===== src/design/srb_ram.sv =====
// generic single-port-write, single-port-read ram with registered read data
// no dependencies

module srb_ram #(
	parameter int WIDTH = 8,
	parameter int DEPTH = 16
) (
	input  logic                     clk,
	input  logic                     we,
	input  logic [$clog2(DEPTH)-1:0] waddr,
	input  logic [WIDTH-1:0]         wdata,
	input  logic [$clog2(DEPTH)-1:0] raddr,
	output logic [WIDTH-1:0]         rdata
);

	logic [WIDTH-1:0] mem_q [DEPTH];

	// write port
	always_ff @(posedge clk) begin
		if (we) begin
			mem_q[waddr] <= wdata;
		end
	end

	// registered read port
	always_ff @(posedge clk) begin
		rdata <= mem_q[raddr];
	end

endmodule


===== config.mk =====
export PLATFORM = sky130hd
export DESIGN_NAME = srb_ram
export DESIGN_NICKNAME = d
export VERILOG_FILES = /design/src/design/srb_ram.sv
export SDC_FILE = /design/constraint.sdc
export NUM_CORES = 1
export LEC_CHECK = 0
export BUFFER_PORTS_ARGS = -buffer_cell sky130_fd_sc_hd__buf_2
export CORE_MARGIN = 2
export CORE_UTILIZATION = 30
export CTS_CLUSTER_DIAMETER = 60
export DETAILED_ROUTE_END_ITERATION = 7
export GPL_TIMING_DRIVEN = 1
export RECOVER_POWER = 100
export SYNTH_ARGS = -nofsm -noshare
export SYNTH_HDL_FRONTEND = slang
export SYNTH_SLANG_ARGS = --single-unit

===== constraint.sdc =====
create_clock -name clk -period 2.07 [get_ports clk]
set_input_delay 0.414 -clock clk [delete_from_list [all_inputs] [get_ports clk]]
set_output_delay 0.414 -clock clk [all_outputs]
set_load 0.05 [all_outputs]

## Word-level counts from Yosys, hierarchy flattened

Memories as Yosys holds them, arrays and structs flattened. A register that Yosys moved wholly into a read port is not among the register bits.
Index checks and enable logic that the tools add are counted.

- Add/subtract/negate cells: 0
- Multipliers: 0
- Divide/modulo/power cells: 0
- Order comparisons: 0
- Equal/unequal tests: 0
- Shifts and indexed selects: 0
- Muxes and demuxes: 2
- Bitwise operators: 0
- Reduce and logical (&&, ||, !) cells: 0

Operators by type and width:

| cell | count |
|---|---|
| 1-bit two-way mux | 2 |

- Register bits after elaboration: 0
- Bits in latches: 0
- Bits in writable memories: 128
- Bits in read-only memories: 0
- Input bits: 18
- Word-level logic and storage cells: 3
- Memories kept: 1

Memory list:

| memory | depth | width | read ports | clocked after Yosys merged registers in | wr ports | line | source |
|---|---|---|---|---|---|---|---|
| mem_q | 16 | 8 | 1 | 1 | 1 | 16 | `logic [WIDTH-1:0] mem_q [DEPTH];` |

## Depth between registers and ports, before layout

- Depth in word-level cells: 2
- Depth in mapped cells: 5

## Least setup slack after synthesis

OpenSTA, ideal clock, no wires.

- Path kind: in2reg
- Start: in waddr[2]
- End: mem mem_q[0][0] (enable)
- Library setup time: 0.383 ns
- Arrival time: 1.524 ns
- Setup slack: 0.163 ns
- Stages on the path: 2
- Path buffers: 0
- Cells stage by stage: or3b_2 nor3_1

RTL lines:

| item | line | source |
|---|---|---|
| start, declared | 10 | `input logic [$clog2(DEPTH)-1:0] waddr,` |
| end, declared | 16 |  |

No word-level cell before the write port.

## Worst setup path after layout

- Start: reg rdata[7], read port of mem_q
- End: out rdata[7]

RTL lines:

| item | line | source |
|---|---|---|
| start, declared | 13 | `output logic [WIDTH-1:0] rdata` |

No word-level cell between the ends.

==> key figures <==
Logic synthesis
  • Synthesized instance count: between 200 and 250
  • Post-synth top area share: 74.7%
  • Register area share after synthesis: 77.8%
  • Top cells by area, synth: edfxtp_1 75%, mux4_2 7.9%, mux4_1 7.1%
  • Number of synthesized flops with an enable pin: about 130
  • Synth cell count leaders: 128 x edfxtp_1, 18 x mux4_2, 16 x a22oi_1
  • Mapped Avg Cell Area: approximately 22 um2
  • Synthesis Warnings: 0
  • Most frequent cell after synthesis: edfxtp_1
  • Mapped Area: 5150 um2
  • Synthesized flop and latch total: 136
  • Main synth FF type: edfxtp_1
  • Async SR Flop Fraction: 0%
  • Area leader, netlist: edfxtp_1
  • Syn_nets: ~250
  • Synth unique cells: 19

CTS
  • Clock root buffer: clkbuf_16
  • Clock network latency to the later pin of the worst-skew pair: 0.41 ns
  • Post_cts resized: 0
  • Hold buffers post-CTS: 0
  • Clock-pin slew on the worst setup and hold paths: 0.06 ns
  • Setup bufs post-CTS: 0
  • CTS tree: done
  • CTS max path bufs: 2
  • Clock sink total: 136
  • H-tree Lvls: 4
  • Num CTS Buffers: 17

Route
  • DRT iter0 DRCs: 323
  • Vias/cell: 4.68
  • DRC viols: 0
  • Routed WL: 9990 um
  • Routed Antenna Nets: 0
  • Vias: 2428
  • DR WL/cell: 19.3 um
  • Pre-antenna DRT Iters: 4

Power and ir drop
  • Clock Power Share: 46.9%
  • Peak supply drop: 0.000572 V
  • Int Pwr: 0.00515 W
  • P_leak: 1.99 nW
  • PwrDens: 1050 nW/um2
  • Net Sw Frac: around a fifth
  • Switch Pwr: 0.00133 W
  • Sequential share of power: about 48%
  • Combinational Power Share: 5.2%

Timing
  • Worst relative slew slack: 53.6%
  • Post-layout minimum cycle time: between 1.5 and 2 ns
  • Worst-Margin Slew: 0.696 ns
  • # setup viols final: 0
  • Fin Setup TNS: 0 ns
  • Tcrit/Tclk final: roughly 84%
  • Final Hold Vio Count: 0
  • Max Slew Vio Count: 0
  • Clk_skew: 0.00519 ns
  • RSZ-0062 raised after global routing: false
  • Fmax: 0.575 GHz

Cells and area
  • Non-Filler Instances: approximately 520
  • Seq. cell area: 4000 um2
  • Fill count: 1558
  • Post-Layout Inst Area: 6170 um2
  • Final nets: 304
  • Multi-input gate area: 1060 um2
  • Proportion of layout cells with a drive suffix above 1: 20.7%
  • Diode count: 0
  • Area Growth Syn to Fin: 19.8%

Die
  • Die Height: ~130 um
  • FP Rows: 47
  • Core area: 16700 um2
  • I/O pin total: 26
  • Die width: 135 um
  • Initial Util: 30.8%
  • Die area: 18200 um2

Global routing
  • Largest net degree at the start of global routing: 28
  • Met3 Track Usage GR: between 4 and 5%
  • Global Route Usage Sum: 12.0%
  • Vias in the first global route: 2530
  • Met1 Resource Use GR: between 15 and 20%
  • Met2 usage in global routing: 18.0%
  • Initial antenna violation count: 0
  • First-pass GRT wire length: 15600 um
  • Overflow after GRT: 0
  • Busiest grt layer: met2

Setup path
  • CP max stage delay: 0.50 ns
  • CP Capture Type: output pin
  • Setup crit start: rdata[7]$_DFF_P_
  • Critical R2R Launch: mem_q[4][1]$_DFFE_PP_
  • Critical path's top delay family: buffers and inverters
  • CP Data Required Time: about 1.7 ns
  • Worst-path fanout max: 1
  • Crit-path cells: clkbuf_1
  • CP Class: register to output pin
  • Startpoint Class: register
  • Buf/Inv on CP: 1
  • Crit path DAT: around 1.3 ns
  • Crit-path slowest cell: clkbuf_1

Place
  • Placer Congestion: ~0.75
  • Placed Cells: 487
  • Placed cell areas: ~5600 um2
  • Port Buffers: 25
  • Final HPWL DP: ~6600 um

Run status
  • Outcome: finished, final reports clean

Hold path
  • Worst hold path type: input port to register
  • Hold Startpoint: wdata[0]

Run
  • Number of max-cap violations: 0
==> cells by family after synthesis <==
kind of cell	after synthesis	share of synthesized area, %
DFF	136	77.8
AOI/OAI and AO/OA	16	2.33
muxes	32	15.0
and+or+nand+nor	35	3.18
buffers and inverters	10	1.68
==> area by class of cell <==
class                      instances  share of cell area [%]
clock buffer                      20                    7.40
clock inverter                    12                    2.43
multi-input combinational         83                    17.1
sequential                       136                    64.9
tap                              220                    4.46
timing repair buffer              48                    3.65
==> layer usage <==
| layer | up-vias | share of wire, % |
|---|---|---|
| met5 | - | 0 |
| met4 | 0 | 0.99 |
| met3 | 10 | 7.3 |
| met2 | 75 | 47 |
| met1 | 1251 | 45 |
| li1 | 1092 | - |
==> stage by stage <==
| step | setup slack [ns] | total power [W] | hold WS (ns) | util (%) |
|---|---|---|---|---|
| 2_1_floorplan | 0.163 | 0.00337 | 0.513 | - |
| 3_3_place_gp | 0.168 | 0.00350 | 0.658 | 33.8 |
| 3_5_place_dp | 0.164 | 0.00351 | 0.661 | 33.8 |
| 4_1_cts | 0.524 | 0.00655 | 0.372 | 37.4 |
| 5_1_grt | 0.298 | 0.00667 | 0.582 | 36.9 |
| 6_report | 0.332 | 0.00648 | 0.529 | 36.9 |
==> registers in the layout (all words and copies together), names as in the netlist <==
signal / cells
mem_q: 128
rdata: 8
==> layout by cell type, fill, tap and decap left out <==
cell type	instances
edfxtp_1	128
clkbuf_1	37
mux4_2	18
clkbuf_16	17
a22oi_1	16
mux4_1	14
nor2_1	13
nand2_1	9
dfxtp_1	8
buf_4	6
buf_2	5
nor3_1	4
clkinv_2	4
bufinv_16	3
clkinvlp_4	3
nand3b_1	2
nand2b_1	2
clkbuf_8	2
nor2b_1	1
and2_1	1
and2b_1	1
nand3_1	1
or3b_2	1
inv_6	1
clkinv_4	1
buf_12	1
==> power groups by stage <==
stage,clock network [W],logic (W),registers (W)
floorplan,0,0.000156,0.00321
global placement,0,0.000348,0.00316
detailed placement,0,0.000355,0.00316
CTS,0.00309,0.000356,0.00310
global route,0.00320,0.000366,0.00311
finish,0.00304,0.000338,0.00310
==> path summary, 6_finish.rpt <==
kind	cells past startpoint	slack [ns]	end
max	1	0.33	rdata[7]
min	1	0.53	mem_q[10][0]$_DFFE_PP_
max reg2reg	3	0.63	rdata[1]$_DFF_P_
min reg2reg	3	0.67	rdata[1]$_DFF_P_
(Power assumes the default switching activity.)
