--- src/design/srb_pkg.sv ---
// shared types and constants of the sequenced replay buffer
// no dependencies; every other design file but srb_ram imports this package

package srb_pkg;

	// sizing
	localparam int VENUE_SLOTS = 8;
	localparam int RING_DEPTH  = 32;
	localparam int VIDX_W      = $clog2(VENUE_SLOTS);
	localparam int PTR_W       = $clog2(RING_DEPTH);
	localparam int CNT_W       = PTR_W + 1;
	localparam int ADDR_W      = VIDX_W + PTR_W;
	localparam int MEM_DEPTH   = VENUE_SLOTS * RING_DEPTH;

	// field widths
	localparam int CMD_W   = 2;
	localparam int VENUE_W = 3;
	localparam int SEQ_W   = 64;
	localparam int PAY_W   = 64;
	localparam int KIND_W  = 3;
	localparam int CTR_W   = 32;
	localparam int CFG_W   = 6;
	localparam int ENTRY_W = SEQ_W + PAY_W;

	// limit register after reset
	localparam logic [CFG_W-1:0] CFG_RESET = CFG_W'(32);

	// beat layout
	localparam int IN_FIELDS_W  = VENUE_W + 2 * SEQ_W + PAY_W;
	localparam int IN_DATA_W    = ((IN_FIELDS_W + 7) / 8) * 8;
	localparam int IN_PAD_W     = IN_DATA_W - IN_FIELDS_W;
	localparam int IN_USER_W    = CMD_W + 1;
	localparam int OUT_FIELDS_W = VENUE_W + SEQ_W + PAY_W + 2 * CTR_W;
	localparam int OUT_DATA_W   = ((OUT_FIELDS_W + 7) / 8) * 8;
	localparam int OUT_PAD_W    = OUT_DATA_W - OUT_FIELDS_W;

	typedef enum logic [CMD_W-1:0] {
		CMD_RECORD,
		CMD_EVICT,
		CMD_LOOKUP,
		CMD_RECOVER
	} cmd_t;

	typedef enum logic [KIND_W-1:0] {
		KIND_ACK     = 3'd0,
		KIND_EVENT   = 3'd1,
		KIND_HIT     = 3'd2,
		KIND_MISS    = 3'd3,
		KIND_SKIPPED = 3'd4
	} kind_t;

	typedef enum logic [1:0] {
		ST_IDLE,
		ST_RECORD,
		ST_WALK,
		ST_EMIT
	} state_t;

	// one result beat handed to the output register
	typedef struct packed {
		kind_t              kind;
		logic [VENUE_W-1:0] venue;
		logic [SEQ_W-1:0]   seq;
		logic [PAY_W-1:0]   pay;
		logic               last;
		logic [CTR_W-1:0]   req_cnt;
		logic [CTR_W-1:0]   rec_cnt;
	} result_t;

	// write of one venue's ring pointers
	typedef struct packed {
		logic              en;
		logic [VIDX_W-1:0] venue;
		logic [PTR_W-1:0]  head;
		logic [CNT_W-1:0]  cnt;
	} ring_upd_t;

endpackage

--- src/design/srb_ring_tbl.sv ---
// head and fill count of every venue ring, cleared by reset
// depends on srb_pkg

module srb_ring_tbl
	import srb_pkg::*;
(
	input  logic              clk,
	input  logic              arst_n,
	input  logic [VIDX_W-1:0] rd_venue,
	output logic [PTR_W-1:0]  rd_head,
	output logic [CNT_W-1:0]  rd_cnt,
	input  ring_upd_t         upd
);

	logic [PTR_W-1:0] head_q [VENUE_SLOTS];
	logic [CNT_W-1:0] cnt_q  [VENUE_SLOTS];

	// pointer update for one venue
	always_ff @(posedge clk or negedge arst_n) begin
		if (!arst_n) begin
			for (int v = 0; v < VENUE_SLOTS; v++) begin
				head_q[v] <= '0;
				cnt_q[v]  <= '0;
			end
		end else if (upd.en) begin
			head_q[upd.venue] <= upd.head;
			cnt_q[upd.venue]  <= upd.cnt;
		end
	end

	assign rd_head = head_q[rd_venue];
	assign rd_cnt  = cnt_q[rd_venue];

endmodule

--- config.mk ---
export PLATFORM = sky130hd
export DESIGN_NAME = srb_ring_tbl
export DESIGN_NICKNAME = d
export VERILOG_FILES = /design/src/design/srb_pkg.sv /design/src/design/srb_ring_tbl.sv
export SDC_FILE = /design/constraint.sdc
export NUM_CORES = 1
export LEC_CHECK = 0
export BUFFER_PORTS_ARGS = -buffer_cell sky130_fd_sc_hd__buf_2
export CORE_ASPECT_RATIO = 0.9
export CORE_MARGIN = 3
export CORE_UTILIZATION = 59
export CTS_CLUSTER_SIZE = 12
export DETAILED_ROUTE_END_ITERATION = 8
export GPL_ROUTABILITY_DRIVEN = 0
export MAX_ROUTING_LAYER = met4
export PLACE_DENSITY = 0.87
export SYNTH_ARGS = -nofsm -noshare
export SYNTH_HDL_FRONTEND = slang
export SYNTH_SLANG_ARGS = --single-unit
--- constraint.sdc ---
create_clock -name clk -period 1.48 [get_ports clk]
set_clock_uncertainty 0.15 [all_clocks]
set_input_delay 0.074 -clock clk [delete_from_list [all_inputs] [get_ports clk]]
set_output_delay 0.074 -clock clk [all_outputs]
set_load 0.005 [all_outputs]
# --- Word-level counts from Yosys, hierarchy flattened ---
# Index checks and enable logic that the tools add are counted.
op_classes:
  order_cmp: 3
  mux: 12
  bitwise_logic: 2
  n_reduce_logical: 1
op_table:
  columns: ["op", "count"]
  rows:
  - ["48-bit bitwise mux", 1]
  - ["40-bit bitwise mux", 1]
  - ["6-bit binary-select mux with 3-bit select", 1]
  - ["6-bit demux with 3-bit select", 1]
  - ["6-bit 2-to-1 mux", 3]
  - ["5-bit binary-select mux with 3-bit select", 1]
  - ["5-bit demux with 3-bit select", 1]
  - ["5-bit 2-to-1 mux", 3]
  - ["4-bit >= comparator (second input constant)", 2]
  - ["3-bit NOT with 4-bit output", 2]
  - ["4-bit by 1-bit < comparator with 1-bit output (second input constant)", 1]
  - ["1-bit logical AND", 1]
word_totals:
  reg_bits: 88
  input_bits: 20
  out_inout_bits: 11
  wordCells: 34

# --- Depth between registers and ports, before layout ---
# Gate-level depths: netlist (run 1).
depth:
  word_depth: 6
  depth_mapped: 3
  depth_no_buf: 2

# --- Worst setup path before layout (run 1) ---
# Ideal clock, no wire load.
synth_path:
  path_type: "flip-flop to output port"
  startpoint: "reg cnt_q[36] (netlist name)"
  endpoint: "out rd_cnt[0]"
  arrival_time_ps: 1094
  t_required_ps: 1256
  setup_slack_ps: 162
  stages_incl_launch_ff: 3
  n_path_buf: 0
  cell_sequence: "dfrtp_1 > mux4_1 > mux2_2"
synth_between:
  elab_chain_len: 3
synth_rtl:
  columns: ["item", "line_no", "rtl"]
  rows:
  - ["start: declaration", "srb_ring_tbl.sv:16", "logic [CNT_W-1:0] cnt_q [VENUE_SLOTS];"]
  - ["start signal: indexed assignment", "srb_ring_tbl.sv:27", "cnt_q[upd.venue] <= upd.cnt;"]
  - ["6-bit binary-select mux with 3-bit select", "srb_ring_tbl.sv:32", "assign rd_cnt = cnt_q[rd_venue];"]
  - ["6-bit 2-to-1 mux (not written as such) (2 in series)", "srb_ring_tbl.sv:32", null]
  - ["end: declaration", "srb_ring_tbl.sv:11", "output logic [CNT_W-1:0] rd_cnt,"]
# No other way between the ends. The select of a mux whose other input is x is not followed.

# --- Final worst setup path (run 1) ---
layout_path:
  startpoint: "reg cnt_q[19] (netlist name)"
  endpoint: "out rd_cnt[1]"
# Same word-level chain as after synthesis.

==> impl_metrics.yaml, run 1 <==
pwr:
  p_int_mw: 4.82
  p_clk_share_pct: 25.8
  combPwrFrac_pct: 24.0
  p_sw_share_pct: 24.9
  power.net_switching_mw: 1.60
  powerDensity_nw_per_um2: 1300
  vdd_ir_drop_max_mv: 0.915
  power_leakage_nw: 2.14
  pwr-share-seq_pct: 50.2
synth:
  yosysTopAreaCellShare_pct: 54.4
  synth_compound_area_share_pct: 0
  syn_area_per_cell_um2: 17.6
  synth_warnings: 0
  yosysUniqueCellTypes: 12
  synth_mux_area_share_pct: 41.8
  synth_most_common_cell: "mux2_2"
  ys_seq_area_share_pct: 54.4
  synth-simple-area-share_pct: 1.95
  synth_xor_area_share_pct: 0
  synth.ff_latch_count: 88
  synth-adder-area-share_pct: 0
  synth_top_family_by_area: "multiplexers"
  synth_edf_count: 0
  synthesis.area_um2: 4050
  synth_area_leaders: "dfrtp_1, mux2_2, mux4_1"
  mappedNetlistNets: 250
  ys.flop_type: "dfrtp_1"
  async_flop_share_pct: 100
  synthTopCellsByCount: "mux2_2, dfrtp_1, mux4_1"
  syn-instance-count: 230
  yosysTopAreaCell: "dfrtp_1"
worst_setup_path:
  cp.arrival_ps: 1660
  crit_chain: "mux4_2, mux2_4, buf_6"
  critPathRequiredTime_ps: 1260
  slowest_delay_ps: 480
  crit_type: "reg2out"
  critPathCaptureType: "primary output"
  crit_slowest_cell: "mux4_2"
  crit_path_start_kind: "flop"
  path_buf_inv: 1
  cp_top_family: "multiplexers"
  crit_fanout: 2
timing:
  setup_viol: 11
  rsz0062_at_grt: "yes"
  finalSetupTns_ps: -3940
  hold_ws_ps: 13.7
  min_period_ps: 1880
  post-route-period-util_pct: 127
  fin_ws_ps: -400
  clock.fmax_mhz: 532
  hold_viol: 0
  finalMaxSlewViolations: 0
  slew_headroom_pct: 70.6
  worst_pin_slew_ps: 441
floorplan:
  die_area_um2: 7900
  die_h_um: 84.6
  num_rows: 28
  ioPinCount: 31
  start_util_pct: 61.2
  die_w_um: 93.3
  core_um2: 6620
global_routing:
  grt_pass1_vias: 2469
  grt_max_degree: 41
  antenna_found_initial: 0
  globalRouteOverflowTotal: 0
  grt_pass1_wl_mm: 13.5
  grtUsageTotal_pct: 23.7
routing:
  drc: 0
  vias_per_cell: 5.97
  ant_nets: 0
  first_pass_iters: 4
  drt_iter0_drc: 91
  wl_mm: 8.34
  wire_per_inst_um: 21.4
  num_vias: 2327
flow_run:
  drv_cap: 0
layout:
  fillers: 387
  layout.area.seq_um2: 2200
  antennaDiodeCount: 0
  multi_input_area_um2: 1740
  syn2layout_area_growth_pct: 21.6
  nets: 315
  layout-drive-gt1-share_pct: 65.0
cts:
  clock_latency_ps: 350
  cts_max_level: 3
  cts_max_path_buffers: 2
  path_clk_slew_ps: 90
  cts_tree: "built"
  clockRootBuffer: "clkbuf_8"
  clock-sinks: 88
  cts_buffers: 9
place:
  portBuffers: 30
  hpwl_mm: 4.90
min_path:
  min_path_type: "in2async"
run_status:
  outcome: "finished, violations left"
  violations: "setup timing"
## cell usage in the layout, fill, tap and decap left out, types with 2 or more instances in the layout
cell type and n:
mux2_4 10, clkinvlp_4 2, mux2_2 89, buf_12 12, buf_2 20, buf_6 9
mux4_2 21, buf_4 14, dfrtp_1 88, and4bb_2 3, dlygate4sd3_1 12, clkbuf_8 10
nand4b_1 3
## metal layers
layer  vias to the layer above  wire (µm)  track usage, %
met3                         9        363            6.90
li1                       1011          -               -
met1                      1245       3760            31.3
met2                        62       4130            36.9
met5                         -          0               -
met4                         0         87            5.19
## cells by family after synthesis
kind of cell           count (synthesis)
multiplexers                         121
AND/OR/NAND/NOR                        8
buffers and inverters                 13
flip-flops                            88
## sequential cells by signal, indices dropped and copies added (netlist names)
signal and count:
cnt_q 48, head_q 40
## power groups by stage
stage / Clock, mW / Combinational, mW / Sequential, mW
4_1_cts: 1.70 / 1.45 / 3.22
6_report: 1.66 / 1.54 / 3.23
3_5_place_dp: 0 / 1.23 / 3.23
3_3_place_gp: 0 / 1.17 / 3.18
2_1_floorplan: 0 / 0.876 / 3.12
5_1_grt: 1.81 / 1.67 / 3.28
## metrics by stage
step | power [mW] | utilization [%] | worst slack (ps) | instances | area (µm²)
5_1_grt | 6.76 | 74.4 | -450 | 390 | 4920
6_report | 6.42 | 74.4 | -400 | 390 | 4920
3_3_place_gp | 4.35 | 67.9 | -66.9 | 350 | 4490
2_1_floorplan | 4.00 | - | 162 | 230 | 4050
4_1_cts | 6.37 | 73.4 | -413 | 385 | 4860
3_5_place_dp | 4.46 | 67.9 | -111 | 350 | 4490
## timing repair
item                                    in CTS  in global routing
hold buffers                                12                  0
endpoints found under the setup margin      11                 11
resized for setup                           35                  5
setup buffers                                7                  5
hold endpoints to repair                   176                  0
## path summary, 6_finish.rpt
check | from | end | slack, ps | cells past startpoint
worst max-delay path | cnt_q[19] | rd_cnt[1] | -400 | 3
worst min-delay path | arst_n | head_q[18] | 10 | 2
worst max register to register | head_q[16] | head_q[16] | 320 | 3
worst min register to register | head_q[0] | head_q[0] | 360 | 1
max in group asynchronous | arst_n | cnt_q[4] | 640 | 3
min in group clk | upd[14] | head_q[3] | 180 | 4
## area by class of cell
class,count,area share [%]
Clock buffer,10,2.80
Clock inverter,6,1.37
Multi-Input combinational cell,129,35.3
Sequential cell,88,44.7
Tap cell,90,2.29
Timing Repair Buffer,67,13.5
Power figures use the tool's default switching activity.
==> run 2: changes to the inputs <==
--- a/config.mk
+++ b/config.mk
@@ -9,4 +9,3 @@
 export CORE_ASPECT_RATIO = 0.9
-export CORE_MARGIN = 3
-export CORE_UTILIZATION = 59
+export CORE_UTILIZATION = 40
 export CTS_CLUSTER_SIZE = 12
@@ -15,3 +14,3 @@
 export MAX_ROUTING_LAYER = met4
-export PLACE_DENSITY = 0.87
+export PLACE_DENSITY = 0.66
 export SYNTH_ARGS = -nofsm -noshare
==> constraint.sdc (replaced) <==
create_clock -name clk -period 1.48 [get_ports clk]
set_clock_uncertainty 0.15 [all_clocks]
set_input_delay 0.37 -clock clk [delete_from_list [all_inputs] [get_ports clk]]
set_output_delay 0.37 -clock clk [all_outputs]
set_load 0.005 [all_outputs]
==> impl_metrics.yaml, run 2 (synthesis gave the netlist of run 1 again) <==
layout:
  final_cell_mix: "mux2_2, dfrtp_1, mux4_2"
  syn2layout_area_growth_pct: 22.6
  top_regs: "cnt_q: 48 flops, head_q: 40 flops"
  fillers: 798
  multi_input_area_um2: 1750
  layout.area.seq_um2: 2200
  post-route-util_pct: 51.0
  nets: 307
  layout-drive-gt1-share_pct: 68.2
  largest_reg_flops: 48
  final_cell_count_no_fill: 418
  antennaDiodeCount: 0
  largest_register: "cnt_q"
min_path:
  hold_depth: 2
  min_to: "cnt_q[23]"
  min_path_type: "in2reg"
  hold_start: "upd[5]"
worst_setup_path:
  r2r_cells: 3
  timing.rr.start: "cnt_q[2]"
  r2r_slack_ps: 320
  reg2reg_to: "cnt_q[2]"
  critPathCaptureType: "primary output"
  path_buf_inv: 1
  crit_type: "reg2out"
  crit_path_start_kind: "flop"
  slowest_delay_ps: 460
  crit_slowest_cell: "mux4_2"
  crit_chain: "mux4_2, mux2_4, buf_6"
  crit_fanout: 2
  cp_top_family: "multiplexers"
  cp.arrival_ps: 1620
  critPathRequiredTime_ps: 960
global_routing:
  grt_pass1_wl_mm: 13.7
  grtUsageTotal_pct: 18.2
  grt_max_degree: 36
  grt_pass1_vias: 2515
  antenna_found_initial: 0
  globalRouteOverflowTotal: 0
routing:
  num_vias: 2233
  first_pass_iters: 4
  wl_mm: 8.30
  vias_per_cell: 5.34
  wire_per_inst_um: 19.8
  drt_iter0_drc: 83
  ant_nets: 0
  drc: 0
pwr:
  p_int_mw: 4.93
  p_sw_share_pct: 24.4
  combPwrFrac_pct: 23.1
  powerDensity_nw_per_um2: 1310
  power_leakage_nw: 2.14
  p_clk_share_pct: 28.1
  pwr-share-seq_pct: 48.9
  vdd_ir_drop_max_mv: 0.537
  power.net_switching_mw: 1.59
cts:
  cts_tree: "built"
  path_clk_slew_ps: 90
  clock-sinks: 88
  cts_max_level: 3
  cts_buffers: 9
  cts_max_path_buffers: 2
  clock_latency_ps: 350
  clockRootBuffer: "clkbuf_8"
timing:
  hold_viol: 0
  finalMaxSlewViolations: 0
  rsz0062_at_grt: "yes"
  post-route-period-util_pct: 145
  worst_pin_slew_ps: 210
  setup_viol: 11
  clock.fmax_mhz: 466
  fin_ws_ps: -664
  finalSetupTns_ps: -6980
  min_period_ps: 2140
  slew_headroom_pct: 85.9
floorplan:
  die_w_um: 108
  die_h_um: 97.5
  start_util_pct: 41.6
  core_um2: 9740
  die_area_um2: 10500
  num_rows: 34
  ioPinCount: 31
place:
  dp_cells: 395
  portBuffers: 30
  hpwl_mm: 5.45
run_status:
  outcome: "finished, violations left"
  violations: "setup timing"
flow_run:
  drv_cap: 0
## run 2: cell types whose count changed in the layout (fill, tap and decap cells not counted), sizes merged
| cell | before | now |
|---|---|---|
| clkbuf | 10 | 9 |
| bufinv | 1 | 2 |
| buf | 55 | 58 |
| clkinvlp | 2 | 1 |
| dlygate4sd3 | 12 | 1 |
| clkinv | 2 | 3 |
## run 2: metrics by stage
step	power (mW)	setup slack (ps)	cell area (µm²)	hold slack, ps
after floorplan	4.10	-287	4050	-75.6
after global placement	4.50	-676	4610	87.9
after detailed placement	4.58	-683	4610	90.0
after CTS	6.55	-681	4940	197
after global routing	6.86	-714	4970	195
final	6.52	-664	4970	201
## run 2: metal layers
layer	GRT usage [%]	wire, µm
met1	24.5	3900
met2	28.2	4110
met3	3.89	225
met4	4.11	57
met5	-	0
## run 2: cell type report
class / count / share of cell area (%)
clock buffers: 9 / 2.49
clock inverters: 7 / 1.91
multi-input cells: 129 / 35.1
flip-flops and latches: 88 / 44.3
well taps: 126 / 3.17
repair buffers: 59 / 12.9
## run 2: repair_timing
item                                    in CTS  in global routing
cloned                                       1                  0
endpoints found under the hold margin       85                  0
buffers inserted                             1                  4
resized for setup                           16                  0
endpoints found under the setup margin      11                 11
hold buffers                                 1                  0
## run 2: how the worst max path moves through the flow
stage                           start    endpoint  slack (ps)  cells past startpoint
after floorplan           rd_venue[0]   rd_cnt[0]        -290                      3
after global placement    rd_venue[0]  rd_head[3]        -680                      5
after detailed placement  rd_venue[0]  rd_head[3]        -680                      5
after CTS                  head_q[39]  rd_head[4]        -680                      3
after global routing       head_q[39]  rd_head[4]        -710                      3
final                      head_q[39]  rd_head[4]        -660                      3
## run 2: power by group through the flow
stage / combinational (mW) / sequential, mW / clock (mW)
4_1_cts: 1.50 / 3.19 / 1.87
3_3_place_gp: 1.30 / 3.21 / 0
5_1_grt: 1.63 / 3.25 / 1.99
2_1_floorplan: 0.962 / 3.13 / 0
6_report: 1.50 / 3.19 / 1.83
3_5_place_dp: 1.35 / 3.23 / 0
