[src/design/srb_pkg.sv]
// shared types and constants of the sequenced replay buffer
// no dependencies; every other design file but srb_ram imports this package

package srb_pkg;

	// sizing
	localparam int VENUE_SLOTS = 8;
	localparam int RING_DEPTH  = 32;
	localparam int VIDX_W      = $clog2(VENUE_SLOTS);
	localparam int PTR_W       = $clog2(RING_DEPTH);
	localparam int CNT_W       = PTR_W + 1;
	localparam int ADDR_W      = VIDX_W + PTR_W;
	localparam int MEM_DEPTH   = VENUE_SLOTS * RING_DEPTH;

	// field widths
	localparam int CMD_W   = 2;
	localparam int VENUE_W = 3;
	localparam int SEQ_W   = 64;
	localparam int PAY_W   = 64;
	localparam int KIND_W  = 3;
	localparam int CTR_W   = 32;
	localparam int CFG_W   = 6;
	localparam int ENTRY_W = SEQ_W + PAY_W;

	// limit register after reset
	localparam logic [CFG_W-1:0] CFG_RESET = CFG_W'(32);

	// beat layout
	localparam int IN_FIELDS_W  = VENUE_W + 2 * SEQ_W + PAY_W;
	localparam int IN_DATA_W    = ((IN_FIELDS_W + 7) / 8) * 8;
	localparam int IN_PAD_W     = IN_DATA_W - IN_FIELDS_W;
	localparam int IN_USER_W    = CMD_W + 1;
	localparam int OUT_FIELDS_W = VENUE_W + SEQ_W + PAY_W + 2 * CTR_W;
	localparam int OUT_DATA_W   = ((OUT_FIELDS_W + 7) / 8) * 8;
	localparam int OUT_PAD_W    = OUT_DATA_W - OUT_FIELDS_W;

	typedef enum logic [CMD_W-1:0] {
		CMD_RECORD,
		CMD_EVICT,
		CMD_LOOKUP,
		CMD_RECOVER
	} cmd_t;

	typedef enum logic [KIND_W-1:0] {
		KIND_ACK     = 3'd0,
		KIND_EVENT   = 3'd1,
		KIND_HIT     = 3'd2,
		KIND_MISS    = 3'd3,
		KIND_SKIPPED = 3'd4
	} kind_t;

	typedef enum logic [1:0] {
		ST_IDLE,
		ST_RECORD,
		ST_WALK,
		ST_EMIT
	} state_t;

	// one result beat handed to the output register
	typedef struct packed {
		kind_t              kind;
		logic [VENUE_W-1:0] venue;
		logic [SEQ_W-1:0]   seq;
		logic [PAY_W-1:0]   pay;
		logic               last;
		logic [CTR_W-1:0]   req_cnt;
		logic [CTR_W-1:0]   rec_cnt;
	} result_t;

	// write of one venue's ring pointers
	typedef struct packed {
		logic              en;
		logic [VIDX_W-1:0] venue;
		logic [PTR_W-1:0]  head;
		logic [CNT_W-1:0]  cnt;
	} ring_upd_t;

endpackage

[src/design/srb_ctrl.sv]
// command sequencer: record write, front walk with one shared compare unit,
// result sequencing and the two running counters; depends on srb_pkg

module srb_ctrl
	import srb_pkg::*;
(
	input  logic               clk,
	input  logic               arst_n,
	// limit register
	input  logic               cfg_wr_en,
	input  logic [CFG_W-1:0]   cfg_wr_data,
	// command beat
	input  logic               in_valid,
	output logic               in_ready,
	input  cmd_t               in_cmd,
	input  logic [VENUE_W-1:0] in_venue,
	input  logic [SEQ_W-1:0]   in_seq,
	input  logic [SEQ_W-1:0]   in_rng_end,
	input  logic               in_gap,
	input  logic [PAY_W-1:0]   in_pay,
	// ring pointer table
	output logic [VIDX_W-1:0]  ring_rd_venue,
	input  logic [PTR_W-1:0]   ring_rd_head,
	input  logic [CNT_W-1:0]   ring_rd_cnt,
	output ring_upd_t          ring_upd,
	// event memory
	output logic               ram_we,
	output logic [ADDR_W-1:0]  ram_waddr,
	output logic [ENTRY_W-1:0] ram_wdata,
	output logic [ADDR_W-1:0]  ram_raddr,
	input  logic [ENTRY_W-1:0] ram_rdata,
	// result beats
	output logic               emit_valid,
	output result_t            emit_data,
	input  logic               out_free
);

	state_t             state_q, state_d;
	cmd_t               cmd_q;
	logic [CFG_W-1:0]   limit_cfg_q;
	logic [CTR_W-1:0]   req_cnt_q;
	logic [CTR_W-1:0]   rec_cnt_q;
	logic [VENUE_W-1:0] vf_q;
	logic [SEQ_W-1:0]   seq_q;
	logic [SEQ_W-1:0]   rng_end_q;
	logic [PAY_W-1:0]   pay_q;
	logic [PTR_W-1:0]   head_q;
	logic [CNT_W-1:0]   cnt_q;
	// walk control
	logic [CNT_W-1:0]   idx_q;
	logic               cmp_v_s1;
	logic [PTR_W-1:0]   cmp_idx_s1;
	logic [CNT_W-1:0]   drop_q;
	logic               have_max_q;
	logic [SEQ_W-1:0]   max_q;
	// pending result
	kind_t              pend_kind_q;
	logic [SEQ_W-1:0]   pend_seq_q;
	logic [PAY_W-1:0]   pend_pay_q;

	logic               accept;
	logic [VIDX_W-1:0]  vidx;
	logic [SEQ_W-1:0]   ent_seq;
	logic [PAY_W-1:0]   ent_pay;
	logic               q_lt_key;
	logic               q_eq_key;
	logic               q_in_rng;
	logic               new_max;
	logic               rec_hit;
	logic               pend_event;
	logic               walk_stall;
	logic               walk_push;
	logic               walk_stop;
	logic               walk_end;
	logic [PTR_W-1:0]   rd_idx;
	// record arithmetic
	logic               full;
	logic [CNT_W-1:0]   lim;
	logic [PTR_W-1:0]   h1;
	logic [CNT_W-1:0]   c1;
	logic [PTR_W-1:0]   slot;
	logic [CNT_W-1:0]   c2;
	logic [CNT_W-1:0]   trim;
	logic               over;
	logic [PTR_W-1:0]   rec_head;
	logic [CNT_W-1:0]   rec_cnt_new;

	assign accept        = in_valid && in_ready;
	assign vidx          = vf_q[VIDX_W-1:0];
	assign ring_rd_venue = in_venue[VIDX_W-1:0];

	// shared compare unit on the entry read back
	assign {ent_pay, ent_seq} = ram_rdata;
	assign q_lt_key   = ent_seq < seq_q;
	assign q_eq_key   = ent_seq == seq_q;
	assign q_in_rng   = !q_lt_key && (ent_seq <= rng_end_q);
	assign new_max    = !have_max_q || (ent_seq > max_q);
	assign pend_event = pend_kind_q == KIND_EVENT;
	assign rec_hit    = cmp_v_s1 && (cmd_q == CMD_RECOVER) && new_max && q_in_rng;
	assign walk_stall = rec_hit && pend_event && !out_free;
	assign walk_push  = rec_hit && pend_event && out_free;
	assign walk_stop  = cmp_v_s1 && ((cmd_q == CMD_EVICT) || (cmd_q == CMD_LOOKUP)) &&
		!q_lt_key;
	assign walk_end   = walk_stop || (!cmp_v_s1 && (idx_q >= cnt_q));
	assign rd_idx     = walk_stall ? cmp_idx_s1 : idx_q[PTR_W-1:0];

	// record: make room, append, trim to the limit
	always_comb begin
		if (limit_cfg_q == '0) begin
			lim = '0;
		end else if (int'(limit_cfg_q) > RING_DEPTH) begin
			lim = CNT_W'(RING_DEPTH);
		end else begin
			lim = CNT_W'(limit_cfg_q);
		end
		full        = cnt_q >= CNT_W'(RING_DEPTH);
		h1          = head_q + PTR_W'(full);
		c1          = cnt_q - CNT_W'(full);
		slot        = h1 + c1[PTR_W-1:0];
		c2          = c1 + CNT_W'(1);
		over        = c2 > lim;
		trim        = c2 - lim;
		rec_head    = over ? (h1 + trim[PTR_W-1:0]) : h1;
		rec_cnt_new = over ? lim : c2;
	end

	// next state
	always_comb begin
		state_d = state_q;
		unique case (state_q)
			ST_IDLE: begin
				if (in_valid) begin
					if (in_cmd == CMD_RECORD) begin
						state_d = ST_RECORD;
					end else if ((in_cmd == CMD_RECOVER) && in_gap) begin
						state_d = ST_EMIT;
					end else begin
						state_d = ST_WALK;
					end
				end
			end
			ST_RECORD: begin
				state_d = ST_EMIT;
			end
			ST_WALK: begin
				if (walk_end) begin
					state_d = ST_EMIT;
				end
			end
			ST_EMIT: begin
				if (out_free) begin
					state_d = ST_IDLE;
				end
			end
			default: begin
				state_d = ST_IDLE;
			end
		endcase
	end

	// outputs of the sequencer
	always_comb begin
		in_ready       = 1'b0;
		ram_we         = 1'b0;
		ram_waddr      = {vidx, slot};
		ram_wdata      = {pay_q, seq_q};
		ram_raddr      = {vidx, head_q + rd_idx};
		ring_upd.en    = 1'b0;
		ring_upd.venue = vidx;
		ring_upd.head  = rec_head;
		ring_upd.cnt   = rec_cnt_new;
		emit_valid     = 1'b0;
		unique case (state_q)
			ST_IDLE: begin
				in_ready = 1'b1;
			end
			ST_RECORD: begin
				ram_we      = 1'b1;
				ring_upd.en = 1'b1;
			end
			ST_WALK: begin
				emit_valid = walk_push;
				if (walk_end && (cmd_q == CMD_EVICT)) begin
					ring_upd.en   = 1'b1;
					ring_upd.head = head_q + drop_q[PTR_W-1:0];
					ring_upd.cnt  = cnt_q - drop_q;
				end
			end
			ST_EMIT: begin
				emit_valid = out_free;
			end
			default: begin
				in_ready = 1'b0;
			end
		endcase
		emit_data.kind    = pend_kind_q;
		emit_data.venue   = vf_q;
		emit_data.seq     = pend_seq_q;
		emit_data.pay     = pend_pay_q;
		emit_data.last    = state_q == ST_EMIT;
		emit_data.req_cnt = req_cnt_q;
		emit_data.rec_cnt = pend_event ? (rec_cnt_q + CTR_W'(1)) : rec_cnt_q;
	end

	// control state
	always_ff @(posedge clk or negedge arst_n) begin
		if (!arst_n) begin
			state_q     <= ST_IDLE;
			cmd_q       <= CMD_RECORD;
			limit_cfg_q <= CFG_RESET;
			req_cnt_q   <= '0;
			rec_cnt_q   <= '0;
			idx_q       <= '0;
			cmp_v_s1    <= 1'b0;
			cmp_idx_s1  <= '0;
			drop_q      <= '0;
			have_max_q  <= 1'b0;
			pend_kind_q <= KIND_ACK;
		end else begin
			state_q <= state_d;
			if (cfg_wr_en) begin
				limit_cfg_q <= cfg_wr_data;
			end
			if (emit_valid && pend_event) begin
				rec_cnt_q <= rec_cnt_q + CTR_W'(1);
			end
			if (accept) begin
				cmd_q      <= in_cmd;
				idx_q      <= '0;
				cmp_v_s1   <= 1'b0;
				drop_q     <= '0;
				have_max_q <= 1'b0;
				if (in_cmd == CMD_RECOVER) begin
					req_cnt_q <= req_cnt_q + CTR_W'(1);
				end
				if (in_cmd == CMD_LOOKUP) begin
					pend_kind_q <= KIND_MISS;
				end else if ((in_cmd == CMD_RECOVER) && in_gap) begin
					pend_kind_q <= KIND_SKIPPED;
				end else begin
					pend_kind_q <= KIND_ACK;
				end
			end else if (state_q == ST_WALK) begin
				// issue the next entry read unless the compare stage holds
				if (!walk_stall) begin
					if (idx_q < cnt_q) begin
						cmp_v_s1   <= 1'b1;
						cmp_idx_s1 <= idx_q[PTR_W-1:0];
						idx_q      <= idx_q + CNT_W'(1);
					end else begin
						cmp_v_s1 <= 1'b0;
					end
				end
				if (cmp_v_s1 && (cmd_q == CMD_EVICT) && q_lt_key) begin
					drop_q <= CNT_W'(cmp_idx_s1) + CNT_W'(1);
				end
				if (cmp_v_s1 && (cmd_q == CMD_RECOVER) && !walk_stall && new_max) begin
					have_max_q <= 1'b1;
				end
				if (walk_stop && (cmd_q == CMD_LOOKUP) && q_eq_key) begin
					pend_kind_q <= KIND_HIT;
				end
				if (rec_hit && !walk_stall) begin
					pend_kind_q <= KIND_EVENT;
				end
			end
		end
	end

	// command fields and result data
	always_ff @(posedge clk) begin
		if (accept) begin
			vf_q       <= in_venue;
			seq_q      <= in_seq;
			rng_end_q  <= in_rng_end;
			pay_q      <= in_pay;
			head_q     <= ring_rd_head;
			cnt_q      <= ring_rd_cnt;
			pend_seq_q <= (in_cmd == CMD_LOOKUP) ? in_seq : '0;
			pend_pay_q <= '0;
		end else if (state_q == ST_WALK) begin
			if (cmp_v_s1 && (cmd_q == CMD_RECOVER) && !walk_stall && new_max) begin
				max_q <= ent_seq;
			end
			if (walk_stop && (cmd_q == CMD_LOOKUP) && q_eq_key) begin
				pend_pay_q <= ent_pay;
			end
			if (rec_hit && !walk_stall) begin
				pend_seq_q <= ent_seq;
				pend_pay_q <= ent_pay;
			end
		end
	end

endmodule

[config.mk]
export PLATFORM = sky130hd
export DESIGN_NAME = srb_ctrl
export DESIGN_NICKNAME = d
export VERILOG_FILES = /design/src/design/srb_pkg.sv /design/src/design/srb_ctrl.sv
export SDC_FILE = /design/constraint.sdc
export NUM_CORES = 1
export LEC_CHECK = 0
export BUFFER_PORTS_ARGS = -buffer_cell sky130_fd_sc_hd__buf_4
export CAP_MARGIN = 40
export CORE_AREA = 2 2 276 278
export CTS_CLUSTER_SIZE = 14
export DETAILED_ROUTE_END_ITERATION = 6
export DIE_AREA = 0 0 278 280
export PLACE_DENSITY = 0.6
export SYNTH_ARGS = -nofsm -noshare
export SYNTH_HDL_FRONTEND = slang
export SYNTH_SLANG_ARGS = --single-unit
[constraint.sdc]
create_clock -name clk -period 7.1 [get_ports clk]
set_input_delay 0.355 -clock clk [delete_from_list [all_inputs] [get_ports clk]]
set_output_delay 0.355 -clock clk [all_outputs]
set_load 0.02 [all_outputs]
== Yosys cells after proc, flatten, opt, wreduce, memory -nomap -nowiden ==
Cells that the tools add are included.
Operators by class
  $add $sub $neg: 13
  magnitude comparators: 8
  equality and inequality tests: 14
  mux-type cells: 45
  bitwise gates (word level): 2
  reductions and logical operators: 50
Operators by type and width (count)
  64-bit two-way mux: 6
  32-bit by 1-bit adder with 32-bit output, second input constant: 2
  64-bit equality test: 1
  64-bit greater-than comparator: 1
  64-bit <= comparator: 1
  64-bit < comparator: 1
  6-bit two-way mux: 10
  32-bit two-way mux: 1
  11-bit two-way mux: 2
  1-bit logical AND: 21
  5-bit adder: 4
  3-bit two-way mux: 6
  2-bit AND reduction: 7
  6-bit by 1-bit adder with 6-bit output, second input constant: 2
  2-bit equality test, second input constant: 6
  2-bit nonzero test: 6
  1-bit two-way mux: 11
  5-bit two-way mux: 2
  3-bit AND reduction: 3
  2-bit two-way mux: 4
  2-bit one-hot mux with 4 select lines: 1
  5-bit by 1-bit adder with 6-bit output, second input constant: 1
  6-bit greater-or-equal comparator: 1
  6-bit greater-or-equal comparator, second input constant: 1
  other kinds (19): 31
Word-level totals
  register bits: 494
  bits of input ports: 348
  output and inout port bits: 364
  logic and storage cells: 152

== Longest topological paths before layout ==
  word-level depth: 12
  depth in mapped cells: 19
  gate-level depth less buffers: 18

== Worst setup path before layout ==
OpenSTA, ideal clock, no wires.
  path kind: register -> register
  start: register state_q[0]
  end: register cnt_q[0], enable pin
  setup time: 0.651 ns
  arrival time: 7.116 ns
  required time: 6.449 ns
  setup slack: -0.666 ns
  cell stages (with the launch flop): 7
  path buffers: 2
  clock period less this slack: 7.766 ns
  cells stage by stage: dfrtp_1 > inv_1 > ha_1 > nand2_1 > inv_1 > clkbuf_1 > clkbuf_1
On the way
  cells in the longest elaborated chain, start to end: 3
Ends and longest elaborated chain
  from (decl): line srb_ctrl.sv:38  | state_t state_q, state_d;
  from (signal assigned): line srb_ctrl.sv:220  | state_q <= state_d;
  2-bit logical NOT: line srb_ctrl.sv:173  | unique case (state_q)
  1-bit two-way mux: line srb_ctrl.sv:173
  named net in_ready: line srb_ctrl.sv:14  | output logic in_ready,
  1-bit logical AND: line srb_ctrl.sv:88  | assign accept = in_valid && in_ready;
  named net accept: line srb_ctrl.sv:61  | logic accept;
  to (signal assigned): line srb_ctrl.sv:278  | cnt_q <= ring_rd_cnt;
  to (decl): line srb_ctrl.sv:48  | logic [CNT_W-1:0] cnt_q;
The timed path passes the listed nets, and every way through them passes these cells.
A chain may end at the register's enable or synchronous reset.

== Final worst setup path ==
  start: input ram_rdata[62]
  end: output ram_raddr[4]
On the way
  cells in the longest elaborated chain, start to end: 8
  elaborated cells between the ends (all ways): 12
  those cells by class: 1 x add/sub; 3 x order compare; 1 x mux; 7 x reduce/logical
Ends and longest elaborated chain
  from (decl): line srb_ctrl.sv:31  | input logic [ENTRY_W-1:0] ram_rdata,
  64-bit greater-than comparator or 64-bit < comparator (tied branches): line srb_ctrl.sv:97, srb_ctrl.sv:94
  1-bit logical OR or 1-bit logical NOT (tied branches): line srb_ctrl.sv:97, srb_ctrl.sv:96
  1-bit logical AND (on tied branches): line srb_ctrl.sv:99, srb_ctrl.sv:96
  1-bit logical AND *: line srb_ctrl.sv:99  | assign rec_hit = cmp_v_s1 && (cmd_q == CMD_RECOVER) && new_max && q_in_rng;
  1-bit logical AND * (2 in a row): line srb_ctrl.sv:100  | assign walk_stall = rec_hit && pend_event && !out_free;
  5-bit two-way mux *: line srb_ctrl.sv:105  | assign rd_idx = walk_stall ? cmp_idx_s1 : idx_q[PTR_W-1:0];
  5-bit adder *: line srb_ctrl.sv:167  | ram_raddr = {vidx, head_q + rd_idx};
  to (decl): line srb_ctrl.sv:30  | output logic [ADDR_W-1:0] ram_raddr,
Mark *: on every way between the ends. The rest lies on a longest branch, timed or not.

==> results.md <==
- CTS tree: built
- Worst hold margin: around 0.044 ns
- Initial DRT Pass Iterations: 5
- Largest cells by area after synthesis: edfxtp_1 (41%), ha_1 (12%), dfrtp_1 (9.7%), dfxtp_1 (5.2%), inv_1 (3.9%)
- Clock period minus worst slack: 6.37 ns
- Number of enable-type register cells in the synthesized netlist: between 300 and 400
- Transition at the pin with the smallest max-transition slack: 1.25 ns
- Max Slew Vio Count: 0
- Setup repair after global routing missed its margin: no
- Overall track demand over capacity in global routing: between 20% and 30%
- Average wire per standard cell: slightly above 20 um
- Multi-input gate area: 9650 um^2
- Clock root buffer: clkbuf_16
- Setup slack after placement: roughly 1.4 ns
- Highest attainable clock frequency: roughly 0.16 GHz
- Maximum count of clock buffers along a single path: 3
- First-pass GRT wire length: 125000 um
- Clock latency reported for the late side of the worst-skew pair: 0.62 ns
- Total clock buffers created by CTS: between 50 and 60
- IO Pins: 712
- Floorplan core area: ~75000 um^2
- Net count after synthesis: 2620
- Number of vias per cell: 4.79
- Row Count: roughly 100
- Post-CTS setup buffer count: 0
- Fraction of the yosys area taken by sequential cells: 55.8%
- Worst reg2reg path startpoint: rng_end_q[62]
- Class of the tightest hold or removal check: primary input to flip-flop
- Timing endpoint of the critical path: ram_raddr[4]
- Area share of the largest cell type after synthesis: about two fifths
- Cell taking the most area after synthesis: edfxtp_1
- Antenna violations before repair: 3
- Design Power: 10.5 mW
- Setup violations, final: 0
- Post-route DRC: 0
- Vias in the first global route: approximately 21000
- WP data arrival: 6.02 ns
- Fraction of synthesis flops using an asynchronous set or reset pin: 19.4%
- Final worst-path cycle share: 89.8%
- Number of max-capacitance violations reported: 0
- Worst Path Required: slightly below 7 ns
- Footprint of the flip-flops and latches: 13700 um^2
- Resized Gates After CTS: 0
- R2R Path End: pend_seq_q[0]
- Placed instance area: 31100 um^2
- #FFs+latches synth: 494
- Result of the run: finished, final reports clean
- Setup slack of the worst register-to-register path: between 2 and 2.5 ns
- Antenna Violating Nets Remaining: 0
- Worst slew margin relative to its limit: 16.9%
- Post-synthesis instance total: about 2000
- Mean Syn Cell Area: 12.1 um^2
- Setup CP Type: primary input to primary output
- GRT met3 Usage: 3.73%
- Depth of the worst register-to-register path: 13
- Layout cell share with drive strength beyond 1: 27.6%
- CTS sink count: 494
- Via Count: just under 20000
- Count of different cell masters after synthesis: slightly below 70
- Slack of the critical path: approximately 0.73 ns
- Largest net degree at the start of global routing: between 150 and 200
- Cell with the most instances after synthesis: edfxtp_1
- Weighted congestion at the end of routability-driven global placement: just over 0.9
- Post-layout instance count excluding filler cells: 4126
- Routing layer with the top usage in global route: met2
- Total placed cells including tap cells: 3673
- Global route overflow: 0
- Effective utilization at floorplan: between 30 and 40%
- Cell Area, Synth: 24600 um^2
- Vertical die dimension: 280 um
- Routed WL: roughly 83000 um
- Buffers on Ports: 711
- Horizontal die dimension: approximately 280 um
- Final core utilization: 48.4%
- Synthesis Warnings: 0
- Final nets: about 3700
- Met2 track demand over resource in global routing: 38.3%
- Number of H-tree levels: 2
- Total die area: ~78000 um^2
- Worst clock skew on the final layout: 0.0211 ns
- Top cells by count, synth: edfxtp_1 (334), inv_1 (253), ha_1 (241)
- Met1 layer usage reported by global route: 24.7%
- Clock transition at the registers of the reported paths: 0.05 ns
- Critical path peak fanout: 6
- CP Launch Type: primary input
- Origin of the worst setup path: ram_rdata[62]
- CP endpoint kind: primary output
- Pleak: between 15 and 20 nW
- Worst supply voltage drop on vdd: 0.000201 V
- Filler cells: 6664
- Post-detailed-placement half-perimeter wirelength: 61500 um
- Area growth from synthesis to layout: 48.1%
- Count of final hold-check violations: 0
- Post-layout instance area: 36400 um^2
- Setup_tns: 0 ns
- Total power divided by cell area: around 290 nW/um^2
- Most frequently used flop master after synthesis: edfxtp_1
- DRC marker count from the first detailed-route iteration: about 1200
layer usage:
layer	wire, um	vias up
met4	2000	0
met2	43200	606
met5	0	-
li1	-	9374
met1	33700	9644
met3	4360	139
where the power goes:
part | switching, mW | total, mW | internal [mW]
logic | 2.04 | 3.52 | 1.48
clock network | 1.27 | 3.04 | 1.77
registers | 0.275 | 3.90 | 3.63
critical path, stage by stage:
cell	delay, ns
dlygate4sd3_1	0.54
buf_4	0.17
ha_1	0.30
nand4_1	0.26
nor4_1	0.74
nand2_1	0.20
nor3_2	0.30
nand4_1	0.25
o211ai_1	0.51
a211o_1	0.34
or2_1	0.29
mux2_1	0.40
fa_1	0.45
a21o_1	0.17
a21oi_1	0.18
xnor2_1	0.16
xnor2_1	0.18
buf_4	0.21
repair_timing:
action | in CTS | in global routing
hold endpoints to repair | 406 | 0
hold buffers | 340 | 0
endpoints found under the setup margin | 0 | 0
cell type report:
| cell class | instances | share of cell area, % |
|---|---|---|
| clock inverters | 30 | 0.835 |
| diodes | 5 | 0.0344 |
| well taps | 978 | 3.36 |
| flip-flops and latches | 494 | 37.7 |
| clock buffers | 78 | 4.42 |
| inverters | 253 | 2.63 |
| multi-input cells | 1220 | 26.5 |
| repair buffers | 1068 | 24.6 |
state kept, by name, indices dropped and copies added, names as in the netlist, 6 cells and up:
register	flops
rng_end_q	64
seq_q	64
pend_seq_q	64
pay_q	64
req_cnt_q	32
cnt_q	6
pend_pay_q	64
rec_cnt_q	32
max_q	64
limit_cfg_q	6
drop_q	6
idx_q	6
layout by cell type (no fill, tap or decap), types with 41 or more instances in the layout:
cell | synthesis | final
edfxtp_1 | 334 | 334
nor2_1 | 130 | 130
dfxtp_1 | 64 | 64
o21ai_0 | 41 | 41
a22o_1 | 64 | 64
xor2_1 | 70 | 70
a21oi_1 | 94 | 94
clkbuf_16 | 0 | 58
nand4_1 | 51 | 51
mux2i_1 | 86 | 86
ha_1 | 241 | 241
dlygate4sd3_1 | 0 | 340
inv_1 | 253 | 251
xnor2_1 | 63 | 63
buf_4 | 13 | 723
dfrtp_1 | 95 | 95
nand3_1 | 46 | 46
nand2_1 | 107 | 106
kinds of logic (layout without fill, tap and decap cells):
| logic type | Yosys count | after routing | synth area share (%) |
|---|---|---|---|
| AOI/OAI and AO/OA | 294 | 294 | 8.17 |
| xor gates and xnor gates | 133 | 133 | 4.74 |
| adders and majority gates | 249 | 249 | 12.9 |
| buffers and inverters | 309 | 1429 | 5.10 |
| DFF | 494 | 494 | 55.8 |
| muxes | 104 | 104 | 4.33 |
| other | 0 | 5 | 0 |
| and+or+nand+nor | 440 | 440 | 8.95 |
worst min path at each step:
stage,slack [ns],cells after the start,end,start
floorplan,0.06,0,cmd_q[0],arst_n
global placement,0.37,1,req_cnt_q[30],arst_n
detailed placement,0.39,1,req_cnt_q[30],arst_n
CTS,0.006,3,pend_pay_q[26],ram_rdata[90]
global route,0.01,3,pend_pay_q[28],ram_rdata[92]
finish,0.04,3,pend_pay_q[28],ram_rdata[92]
No activity file was read; power rests on OpenSTA's default activity.
